$ cat config.mk
export PLATFORM = sky130hd
export DESIGN_NAME = ddt_key_sr
export DESIGN_NICKNAME = d
export VERILOG_FILES = /design/src/rtl/decimal_digit_trie_engine_top_assert.svh /design/src/rtl/ddt_pkg.sv /design/src/rtl/ddt_key_sr.sv
export SDC_FILE = /design/constraint.sdc
export NUM_CORES = 1
export LEC_CHECK = 0
export BUFFER_PORTS_ARGS = -buffer_cell sky130_fd_sc_hd__buf_4
export CAP_MARGIN = 30
export CELL_PAD_IN_SITES_DETAIL_PLACEMENT = 0
export CELL_PAD_IN_SITES_GLOBAL_PLACEMENT = 1
export CORE_MARGIN = 8
export CORE_UTILIZATION = 45
export CTS_BUF_LIST = sky130_fd_sc_hd__clkbuf_2
export DETAILED_ROUTE_END_ITERATION = 16
export PLACE_DENSITY_LB_ADDON = 0.1
export SYNTH_ARGS = -nofsm -noshare
export SYNTH_HDL_FRONTEND = slang
export SYNTH_SLANG_ARGS = --single-unit
$ cat constraint.sdc
create_clock -name clk -period 2.45 [get_ports clk]
set_clock_uncertainty 0.15 [all_clocks]
set_input_delay 0.1225 -clock clk [delete_from_list [all_inputs] [get_ports clk]]
set_output_delay 0.1225 -clock clk [all_outputs]
set_load 0.02 [all_outputs]
$ cat src/rtl/decimal_digit_trie_engine_top_assert.svh
// Assertion macros for the trie engine top level.
`ifndef DECIMAL_DIGIT_TRIE_ENGINE_TOP_ASSERT_SVH
`define DECIMAL_DIGIT_TRIE_ENGINE_TOP_ASSERT_SVH

`ifndef ASSERT_OFF
`define DDT_ASSERT_IMP(label, ante, cons) \
  label: assert property (@(posedge clk) disable iff (rst) (ante) |-> (cons)) \
    else $error("trie engine assertion failed");
`define DDT_ASSERT_NXT(label, ante, cons) \
  label: assert property (@(posedge clk) disable iff (rst) (ante) |=> (cons)) \
    else $error("trie engine assertion failed");
`else
`define DDT_ASSERT_IMP(label, ante, cons)
`define DDT_ASSERT_NXT(label, ante, cons)
`endif

`endif

$ cat src/rtl/ddt_pkg.sv
// Shared types and constants for the decimal digit trie engine.
package ddt_pkg;

  localparam int MAX_KEY_DIGITS = 14;
  localparam int RADIX          = 10;
  localparam int DIGIT_W        = 4;
  localparam int KEY_W          = 56;
  localparam int LEN_W          = 4;
  localparam int LANE_W         = 4;
  localparam int STATUS_W       = 2;
  localparam int NODES_USED_W   = 13;

  localparam logic REQ_INSERT = 1'b0;
  localparam logic REQ_LOOKUP = 1'b1;

  localparam logic [STATUS_W-1:0] STATUS_OK      = 2'd0;
  localparam logic [STATUS_W-1:0] STATUS_FULL    = 2'd1;
  localparam logic [STATUS_W-1:0] STATUS_INVALID = 2'd2;

  localparam logic [DIGIT_W-1:0] DIGIT_MAX = 4'd9;

  typedef struct packed {
    logic               req_type;
    logic [KEY_W-1:0]   key_digits;
    logic [LEN_W-1:0]   key_length;
  } req_t;

  typedef struct packed {
    logic                    found;
    logic [STATUS_W-1:0]     status;
    logic [NODES_USED_W-1:0] nodes_used;
  } res_t;

  typedef struct packed {
    logic load;
    logic shift;
  } key_ctrl_t;

  typedef struct packed {
    logic              en;
    logic              clear;
    logic [LANE_W-1:0] lane;
  } mem_wr_ctrl_t;

endpackage

$ cat src/rtl/ddt_key_sr.sv
// Key shift register: presents one BCD nibble per cycle while shift is asserted, first digit first.
module ddt_key_sr (
  input  logic                     clk,
  input  logic                     rst,
  input  ddt_pkg::key_ctrl_t       ctrl,
  input  logic [ddt_pkg::KEY_W-1:0] key_digits,
  input  logic [ddt_pkg::LEN_W-1:0] count,
  output logic [ddt_pkg::DIGIT_W-1:0] digit,
  output logic                     last
);
  import ddt_pkg::*;

  logic [KEY_W-1:0] key;
  logic [LEN_W-1:0] remaining;

  always_ff @(posedge clk) begin
    if (ctrl.load) begin
      key <= key_digits;
    end else if (ctrl.shift) begin
      key <= {key[KEY_W-DIGIT_W-1:0], {DIGIT_W{1'b0}}};
    end
  end

  always_ff @(posedge clk) begin
    if (rst) begin
      remaining <= '0;
    end else if (ctrl.load) begin
      remaining <= count;
    end else if (ctrl.shift && (remaining != '0)) begin
      remaining <= remaining - 1'b1;
    end
  end

  assign digit = key[KEY_W-1 -: DIGIT_W];
  assign last  = (remaining == LEN_W'(1));

endmodule

* After elaboration in Yosys (flattened, before gate mapping)
Cells that the tools add are included.
W data, S select, Z words.
** Storage, ports and cells
- Bits in registers :: 60
- Input bits :: 64
- Output and inout port bits :: 5
- Word-level logic and storage cells :: 12
** Cells by class
- Add/sub/neg operators :: 1
- Eq/ne operators :: 1
- Multiplexer cells :: 4
- Reduce and logical (&&, ||, !) cells :: 4
** Operator list (number)
- $mux W56 :: 2
- $mux W4 :: 2
- $eq A4 B1 Y1 const B :: 1
- $reduce_bool A2 Y1 :: 2
- $reduce_bool A4 Y1 :: 1
- $sub A4 B1 Y4 const B :: 1
- $logic_and A1 B1 Y1 :: 1

* Logic depth before layout (Yosys ltp)
- Depth after elaboration :: 4
- Depth in mapped cells :: 5
- Mapped depth without buffers :: 5

* Worst setup path before layout
Ideal clock, no wire load.
- Kind :: input-to-reg
- From :: in ctrl[1] (netlist name)
- To :: reg key[0], enable pin
- Library setup time :: 0.389 ns
- Arrival :: 1.414 ns
- Data required time :: 1.911 ns
- Slack :: 0.497 ns
- Cell stages on the path :: 3
- Path buffers :: 2
- Cells stage by stage :: clkbuf_1 clkbuf_1 or2_2
** On the way
- Cells in the longest elaborated chain, start to end :: 1
** Ends and longest elaborated chain
- start: declaration :: RTL line ddt_key_sr.sv:5 : input ddt_pkg::key_ctrl_t ctrl,
- $reduce_bool A2 Y1 (no source line)
- end signal: assignment :: RTL line ddt_key_sr.sv:18 : key <= key_digits;
- end signal: assignment :: RTL line ddt_key_sr.sv:20 : key <= {key[KEY_W-DIGIT_W-1:0], {DIGIT_W{1'b0}}};
- end: declaration :: RTL line ddt_key_sr.sv:13 : logic [KEY_W-1:0] key;
No other way between the ends.
A chain may end at the register's enable or synchronous reset.

* Final worst setup path
- From :: reg remaining[1]
- To :: reg remaining[1]
** On the way
- Cells in the longest elaborated chain, start to end :: 3
- Elaborated cells on any way between the ends :: 6
- Classes of those cells :: add/sub (1); mux (2); reduce/logical (3)
** Ends and longest elaborated chain
- start: declaration :: RTL line ddt_key_sr.sv:14 : logic [LEN_W-1:0] remaining;
- start signal: assignment :: RTL line ddt_key_sr.sv:28 : remaining <= count;
- start signal: assignment :: RTL line ddt_key_sr.sv:30 : remaining <= remaining - 1'b1;
- $sub A4 B1 Y4 or $reduce_bool A4 Y1 (tied branches) :: RTL line ddt_key_sr.sv:30, ddt_key_sr.sv:29
- $mux W4 or $logic_and A1 B1 Y1 (tied branches) :: RTL line ddt_key_sr.sv:29 : end else if (ctrl.shift && (remaining != '0)) begin
- $mux W4 or $reduce_bool A2 Y1 (tied branches)
Several ways; a longest one is shown, not always the timed one. The select of a mux whose other input is x is not followed.

==> out/qor.txt <==
Status = finished clean
Yosys warning total = 0
Setup crit start kind = flop
Worst hold endpoint = key[40]
Layout overhead on the synthesized area = 49.0%
Final routed DRC violation total = 0
TritonCTS clock tree = built
Count of different cell masters after synthesis = 27
Logic depth of the worst register-to-register path = 6
Critical path data arrival time = 2.60 ns
Static leakage = 0.00157 µW
Final weighted congestion in routability-driven placement = 0.619
Number of H-tree levels = 3
Worst-margin pin slew = 0.469 ns
Most frequent cells in the layout = 69 x sky130_fd_sc_hd__buf_4, 63 x sky130_fd_sc_hd__dlygate4sd3_1, 56 x sky130_fd_sc_hd__edfxtp_1
Clock latency of the later-clocked register in the worst-skew pair = 0.46 ns
Maximum number of pins on one net before global-route repair = 42
N_diodes = 0
Simple-gate area share of the yosys netlist = 3.91%
Iteration-0 DRC Markers = 36
Post-Synth XOR/XNOR Area = 0%
Post-synthesis sequential area ratio = 67.1%
Cell taking the most area after synthesis = sky130_fd_sc_hd__edfxtp_1
Class of the tightest hold or removal check = input pin to flop
Initial core utilization = 45.4%
Worst flop-to-flop path endpoint = remaining[1]
Layout cell share with drive strength beyond 1 = 49.0%
Worst R2R Setup Slack = 0.11 ns
Peak supply drop = 0.000370 V
Commonest register cell after synthesis = sky130_fd_sc_hd__edfxtp_1
Post-synthesis instance total = 154
Number of fill cells in the layout = 402
Rel. slew slack = 68.7%
Finished layout cell area = 0.00391 mm²
Share of flip-flops with an asynchronous set or reset = 0%
Maximum clock path buffer count = 2
Area of the die = 0.00854 mm²
Area share of fa/ha/maj cells after synthesis = 0.953%
Vias = 1718
Post-synthesis area per instance = 17.1 µm²
Slew Limit Fails = 0
Fin crit period = 2.34 ns
Floorplan die width = 92.4 µm
Commonest non-fill, non-tap cell in the layout = sky130_fd_sc_hd__buf_4
Fmax = 427 MHz
Global-route congestion overflow total = 0
Worst Hold Launch = ctrl[1]
Post-synthesis cell area = 0.00263 mm²
Global-route wire length before repair = 9220 µm
Cell area after placement = 0.00320 mm²
Detailed Route WL = 5350 µm
Core region area = 0.00578 mm²
Placement row count = 28
Worst hold path stage count = 2
Endpoints failing hold = 0
Number of iterations in the first detailed-routing pass = 4
Number of antenna violations at the first check in global routing = 0
Start-to-end type of the worst setup path = flop to flop
Setup Fix Bufs, Post-CTS = 0
Setup-violating endpoint count in the final report = 0
HPWL reported at the end of detailed placement = 3340 µm
Number of violations of the max-capacitance limit = 0
Power density cells = 541 mW/mm²
Startpoint of the lowest-slack register-to-register path = remaining[1]
Number of flops mapped to enable cells by yosys = 56
Net count of the finished layout = 353
Clock-pin slew on the worst setup and hold paths = 0.17 ns
Post-layout util = 67.7%
Die H = 92.4 µm
Average routed wire per standard cell = 14.6 µm
Number of top-level pins = 69
Largest fanout on the critical path = 4
Endpoint type of the worst setup path = flop
GRT Total Usage = 13.7%
First element of the critical path = remaining[1]
Register bit total from synthesis = 60
Number of port buffers = 68
Worst path required time = 2.71 ns
Count of antenna-violating nets left after detailed routing = 0
Multiplexer share of the synthesized area = 22.7%
Main area contributors after synthesis = sky130_fd_sc_hd__edfxtp_1 64%, sky130_fd_sc_hd__mux2_2 22%, sky130_fd_sc_hd__dfxtp_1 3.0%
Synthesized net count = 220
Via count of the first global-routing pass = 1994
Clock root buffer master = sky130_fd_sc_hd__clkbuf_2
Clk sink count = 60
Routed via count divided by cell count = 4.68
Period Utilization, post-route = 95.6%
Area share of the largest cell type after synthesis = 64.0%
Share of the synthesized area in compound gates (AO/OA/AOI/OAI) = 2.57%
Number of buffers inserted during clock tree synthesis = 9
Main combinational cell family by area after synthesis = multiplexers
Yosys cell counts (all sizes together), types with 2 or more instances:
cell	number
edfxtp	56
and2	4
nor2	4
mux2	52
dfxtp	4
inv	3
ha	2
clkbuf	2
buf	9
nand2	2
power breakdown:
part | internal, µW | switching (µW) | total (µW) | leakage [µW]
Sequential | 1250 | 29.1 | 1270 | 0.000607
Combinational | 241 | 124 | 365 | 0.000899
Clock | 137 | 337 | 475 | 0.0000608
Total | 1620 | 491 | 2110 | 0.00157
cell families after synthesis:
kind of cell | count (synthesis)
DFF | 60
and+or+nand+nor | 17
buffers and inverters | 14
muxes | 53
AOI/OAI and AO/OA | 8
adders and majority gates | 2
how the worst max path moves through the flow:
stage / end / slack [ns] / cells past startpoint
global placement: remaining[1] / 0.76 / 5
global route: remaining[1] / -0.006 / 6
floorplan: key[0] / 0.50 / 3
detailed placement: remaining[1] / 0.67 / 5
finish: remaining[1] / 0.11 / 6
CTS: remaining[1] / 0.10 / 6
stage by stage:
| stage | instances | total power, µW | setup TNS, ns | setup slack [ns] | hold slack (ns) |
|---|---|---|---|---|---|
| floorplan | 154 | 1460 | 0 | 0.497 | 0.0416 |
| global placement | 288 | 1560 | 0 | 0.760 | 0.184 |
| detailed placement | 288 | 1580 | 0 | 0.668 | 0.194 |
| CTS | 367 | 2140 | 0 | 0.103 | 0.0337 |
| global route | 367 | 2220 | -0.00625 | -0.00625 | 0.0267 |
| finish | 367 | 2110 | 0 | 0.107 | 0.0599 |
metal layers:
| layer | routed length [µm] | share of wire, % | vias up | track usage [%] |
|---|---|---|---|---|
| met4 | 97 | 1.8 | 0 | 6.44 |
| met3 | 322 | 6.0 | 11 | 4.77 |
| met1 | 2220 | 41 | 805 | 15.0 |
| met2 | 2710 | 51 | 47 | 23.2 |
| met5 | 0 | 0 | - | 0 |
| li1 | - | - | 855 | - |
sequential cells by signal, indices dropped and copies added, names as in the netlist:
signal and cells:
key 56, remaining 4
final cells by class:
cell class	instances	area [µm²]	area share, %
Inverter	3	11.3	0.288
Clock buffer	12	60.1	1.54
Tap cell	75	93.8	2.40
Clock inverter	4	17.5	0.448
Sequential cell	60	1760	45.0
Timing Repair Buffer	133	1170	29.9
Multi-Input combinational cell	80	800	20.4
repair_timing:
action / in CTS / in global routing
hold endpoints to repair: 60 / 0
setup endpoints to repair: 0 / 2
resized for setup: 0 / 2
hold buffers: 63 / 0
worst max-delay path, cell delays in order (launching register included):
cell,delay [ns]
sky130_fd_sc_hd__dfxtp_1,0.34
sky130_fd_sc_hd__inv_1,0.12
sky130_fd_sc_hd__ha_2,0.22
sky130_fd_sc_hd__or3b_4,0.41
sky130_fd_sc_hd__a2111oi_2,0.36
sky130_fd_sc_hd__a311o_1,0.16
sky130_fd_sc_hd__dlygate4sd3_1,0.54
Note: power is estimated with default switching activity, not from simulation.
